[config.mk]
export PLATFORM = sky130hd
export DESIGN_NAME = lir_ctrl
export DESIGN_NICKNAME = d
export VERILOG_FILES = /design/src/rtl/lir_pkg.sv /design/src/rtl/lir_ctrl.sv
export SDC_FILE = /design/constraint.sdc
export NUM_CORES = 1
export LEC_CHECK = 0
export CAP_MARGIN = 15
export CORE_AREA = 5 5 42 44
export DETAILED_ROUTE_END_ITERATION = 12
export DIE_AREA = 0 0 47 49
export DONT_BUFFER_PORTS = 1
export PLACE_DENSITY_LB_ADDON = 0.25
export SYNTH_ARGS = -nofsm -noshare
export SYNTH_HDL_FRONTEND = slang
export SYNTH_SLANG_ARGS = --single-unit
[constraint.sdc]
create_clock -name clk -period 2.1 [get_ports clk]
set_clock_uncertainty 0.15 [all_clocks]
set_input_delay 0.21 -clock clk [delete_from_list [all_inputs] [get_ports clk]]
set_output_delay 0.21 -clock clk [all_outputs]
set_load 0.02 [all_outputs]
[src/rtl/lir_pkg.sv]
// ----------------------------------------------------------------------------
// lir_pkg: shared definitions for the linear interpolation resampler
// Field widths, register indexes, reset values and controller/datapath
// command and status bundles.
// ----------------------------------------------------------------------------
package lir_pkg;

  // Defaults for the top-level parameters
  localparam int MAX_INPUT_SAMPLES_DEF = 4096;
  localparam int SAMPLE_BITS_DEF       = 16;

  // Fixed field widths
  localparam int SAMPLE_W   = 16;  // sample / value port width
  localparam int STEP_W     = 25;  // step register, Q16
  localparam int COUNT_W    = 16;  // output count per frame
  localparam int POS_W      = 40;  // position, Q24.16
  localparam int FRAC_W     = 16;  // fraction bits of a position
  localparam int RESULT_CAP = 64;  // results per item
  localparam int CAP_W      = $clog2(RESULT_CAP + 1);

  // Configuration port
  localparam int CFG_IDX_W  = 2;
  localparam int CFG_DATA_W = STEP_W;

  localparam logic [CFG_IDX_W-1:0] REG_STEP  = CFG_IDX_W'(0);
  localparam logic [CFG_IDX_W-1:0] REG_COUNT = CFG_IDX_W'(1);

  localparam logic [STEP_W-1:0]  STEP_RESET  = STEP_W'(65536);
  localparam logic [COUNT_W-1:0] COUNT_RESET = COUNT_W'(8);

  // Controller -> datapath
  typedef struct packed {
    logic load;         // take a new item
    logic interp_step;  // produce one interpolated output
    logic tail_step;    // produce one clamped output of the last sample
    logic finish;       // flush held result, update frame state
  } lir_cmd_t;

  // Datapath -> controller
  typedef struct packed {
    logic interp_due;   // an output lies before the current sample
    logic tail_due;     // frame still owes outputs
    logic cap_full;     // result cap reached for this item
    logic hold_vld;     // a result sits in the hold register
    logic slot_free;    // output register can take a result this cycle
    logic is_last;      // current item ends the frame
  } lir_stat_t;

endpackage

[src/rtl/lir_ctrl.sv]
// ----------------------------------------------------------------------------
// lir_ctrl: sequencing state machine
// Walks one item through the interpolation loop, the end-of-frame tail and
// the final flush, pacing each step on the output register.
// ----------------------------------------------------------------------------
module lir_ctrl (
  input  logic               clk,
  input  logic               rst_n,
  input  logic               in_valid,
  output logic               in_ready,
  input  lir_pkg::lir_stat_t stat,
  output lir_pkg::lir_cmd_t  cmd
);

  typedef enum logic [3:0] {
    ST_IDLE   = 4'b0001,
    ST_INTERP = 4'b0010,
    ST_TAIL   = 4'b0100,
    ST_FINISH = 4'b1000
  } state_t;

  state_t state_r, state_nxt;
  logic   can_hold;

  // a new result may enter the hold register
  assign can_hold = !stat.hold_vld || stat.slot_free;

  always_comb begin
    state_nxt = state_r;
    cmd       = '0;
    in_ready  = 1'b0;
    case (state_r)
      ST_IDLE: begin
        in_ready = 1'b1;
        if (in_valid) begin
          cmd.load  = 1'b1;
          state_nxt = ST_INTERP;
        end
      end
      ST_INTERP: begin
        if (stat.interp_due) begin
          if (stat.cap_full) begin
            // dropped output: no hold write, only count and advance
            cmd.interp_step = 1'b1;
            if (stat.is_last) begin
              state_nxt = ST_FINISH;
            end
          end else if (can_hold) begin
            cmd.interp_step = 1'b1;
          end
        end else begin
          state_nxt = stat.is_last ? ST_TAIL : ST_FINISH;
        end
      end
      ST_TAIL: begin
        if (stat.tail_due) begin
          if (stat.cap_full) begin
            cmd.tail_step = 1'b1;
            state_nxt     = ST_FINISH;
          end else if (can_hold) begin
            cmd.tail_step = 1'b1;
          end
        end else begin
          state_nxt = ST_FINISH;
        end
      end
      ST_FINISH: begin
        if (can_hold) begin
          cmd.finish = 1'b1;
          state_nxt  = ST_IDLE;
        end
      end
      default: begin
        state_nxt = ST_IDLE;
      end
    endcase
  end

  always_ff @(posedge clk) begin
    if (!rst_n) begin
      state_r <= ST_IDLE;
    end else begin
      state_r <= state_nxt;
    end
  end

endmodule

==> qor.txt <==
Yosys cell types: 24
DRC viols: 0
Final Power: 0.263 mW
TritonCTS Buffers: 3
Area grow syn2layout: 14.4%
Wire per inst: 12.6 um
Largest net degree at the start of global routing: 11
Startpoint class of the critical path: flop
Slew Limit Fails: 0
CTS Buffer Depth: 2
Critical path required time: 2.13 ns
Setup-failing EPs final: 0
Root Buffer: clkbuf_4
Cell count after synthesis: 41
GRT overflow: 0
Die area: 2300 um2
Vias/cell: 5.02
Setup repair bufs after CTS: 0
Number of buffers added on ports: 0
PwrDens: 679 nW/um2
Clk sink count: 4
Final Cell Area: 388 um2
Top reg by flops: state_r
Min-Delay Startpoint: stat[1]
Seq cells post-synth: 4
Final hold viol count: 0
I/O pin cnt: 14
Slew @ Worst Pin: 0.453 ns
RSZ-0062 raised after global routing: false
Max reg flops: 4
Via count: 306
R2R depth: 4
H-tree depth: 1
Clock power frac: 36.9%
Initial core utilization: 24.2%
Fin Setup TNS: 0 ns
Nets: 56
Status: completed
Max VDD drop: 0.172 mV
Final wirelength: 769 um
Final RePlAce weighted congestion: 0.741
Hold path cells: 3
Clock-pin slew on the worst setup and hold paths: 0.04 ns
First-pass DRT Iterations: 2
Die height: 49 um
Clk_lat worst skew: 0.24 ns
Pleak: 0.156 nW
Switching Share: 29.7%
Layout cells sized above 1: 17.8%
Initial antenna violation count: 0
Commonest non-fill, non-tap cells in the layout: nor2_1 (7), nor2b_1 (3), a21oi_1 (3), clkbuf_4 (3), dfxtp_1 (3)
Post-layout min period: 1.90 ns
Core area: 1400 um2
Crit path DAT: 1.93 ns
FMAX: 0.526 GHz
TritonCTS clock tree: done
Net Sw Power: 0.0783 mW
Most common cell after layout, fill and taps aside: nor2_1
Worst setup EP type: flop
Row count: 14
Mapped cell area: 339 um2
Post-synthesis area per instance: 8.27 um2
Final hold slack: 0.0494 ns
Post-route ant nets: 0
Critical path type: flop to flop
YS warnings: 0
MaxCap Viol Count: 0
CP Max Fanout: 9
Vias in the first global route: 317
Crit path from: state_r[1]
Post-synthesis sequential area ratio: 23.6%
Syn Nets: 50
Die Width: 47 um
Flop pwr share: 35.2%
Final period utilization: 90.5%
Internal cell power: 0.185 mW
Reg2Reg Launch Point: state_r[1]
GRT Util Overall: 8.24%
First-pass GRT wire length: 1320 um
1st-iter DRT viols: 2
Hold Path Class: input port to flop
Rel. slew slack: 69.7%
Combinational share of power: 27.8%
Diode count: 0
Biggest regs: state_r: 4 flops
Post-DP HPWL: 628 um
Post-placement cell area: 344 um2
-- repair_timing --
item | 4_1_cts | 5_1_grt
resized for setup | 0 | 1
hold buffers | 2 | 0
endpoints found under the hold margin | 4 | 0
endpoints found under the setup margin | 0 | 1
-- cell usage after synthesis (all sizes together) --
| cell | count | area (um2) |
|---|---|---|
| and3 | 1 | 6.26 |
| nand3 | 2 | 10.0 |
| inv | 2 | 7.51 |
| nand2b | 3 | 26.3 |
| nor3 | 1 | 5.00 |
| xnor2 | 1 | 8.76 |
| a22oi | 1 | 7.51 |
| nand2 | 1 | 3.75 |
| nor2b | 3 | 18.8 |
| nor2 | 7 | 26.3 |
| dfxtp | 4 | 80.1 |
| mux2i | 1 | 10.0 |
| o31ai | 1 | 7.51 |
| and3b | 1 | 8.76 |
| o21a | 1 | 7.51 |
| o32a | 1 | 10.0 |
| buf | 2 | 22.5 |
| nor4b | 1 | 23.8 |
| a21oi | 3 | 15.0 |
| nor4 | 1 | 6.26 |
| a221o | 1 | 10.0 |
| and2 | 1 | 8.76 |
| o221ai | 1 | 8.76 |
-- stage by stage --
stage / setup WS (ns) / cells / util [%]
4_1_cts: 0.120 / 61 / 27.6
5_1_grt: 0.0289 / 61 / 27.7
6_report: 0.199 / 61 / 27.7
2_1_floorplan: 0.595 / 41 / -
3_5_place_dp: 0.512 / 56 / 24.6
3_3_place_gp: 0.516 / 56 / 24.6
-- power groups by stage --
stage	clock, mW	sequential [mW]	combinational [mW]
5_1_grt	0.107	0.0942	0.0824
6_report	0.0973	0.0927	0.0733
4_1_cts	0.102	0.0928	0.0744
3_3_place_gp	0	0.0942	0.0679
3_5_place_dp	0	0.0940	0.0677
2_1_floorplan	0	0.0876	0.0688
-- critical path, stage by stage (launching register included) --
cell and delay, ns:
dfxtp_1 0.41, nor4b_4 0.46, inv_1 0.08, o221ai_1 0.19, dlygate4sd3_1 0.57
-- cells by family (layout without fill, tap and decap cells) --
family | count (synthesis) | after routing | share of synthesized area [%]
muxes | 1 | 1 | 2.95
and+or+nand+nor | 22 | 22 | 42.4
xor gates and xnor gates | 1 | 1 | 2.58
buffers and inverters | 4 | 8 | 8.86
AOI/OAI and AO/OA | 9 | 9 | 19.6
DFF | 4 | 4 | 23.6
-- cell type report --
class                           count  area, um2
Fill cell                         159       1010
Multi-Input combinational cell     33        229
Sequential cell                     4       81.3
Timing Repair Buffer                3       27.5
Clock buffer                        3       22.5
Tap cell                           16       20.0
Inverter                            2       7.51
-- per-layer routing --
| layer | global-route usage [%] | routed length [um] | share of wire [%] |
|---|---|---|---|
| met5 | 0 | 0 | 0 |
| met4 | 8.29 | 17 | 2.2 |
| met2 | 10.2 | 339 | 44 |
| met1 | 9.67 | 326 | 42 |
| met3 | 3.69 | 85 | 11 |
-- path summary, 6_finish.rpt --
check,end,slack [ns]
min,state_r[3],0.05
max,state_r[0],0.20
max reg2reg,state_r[0],0.20
min reg2reg,state_r[2],0.50
Power figures use the tool's default switching activity.
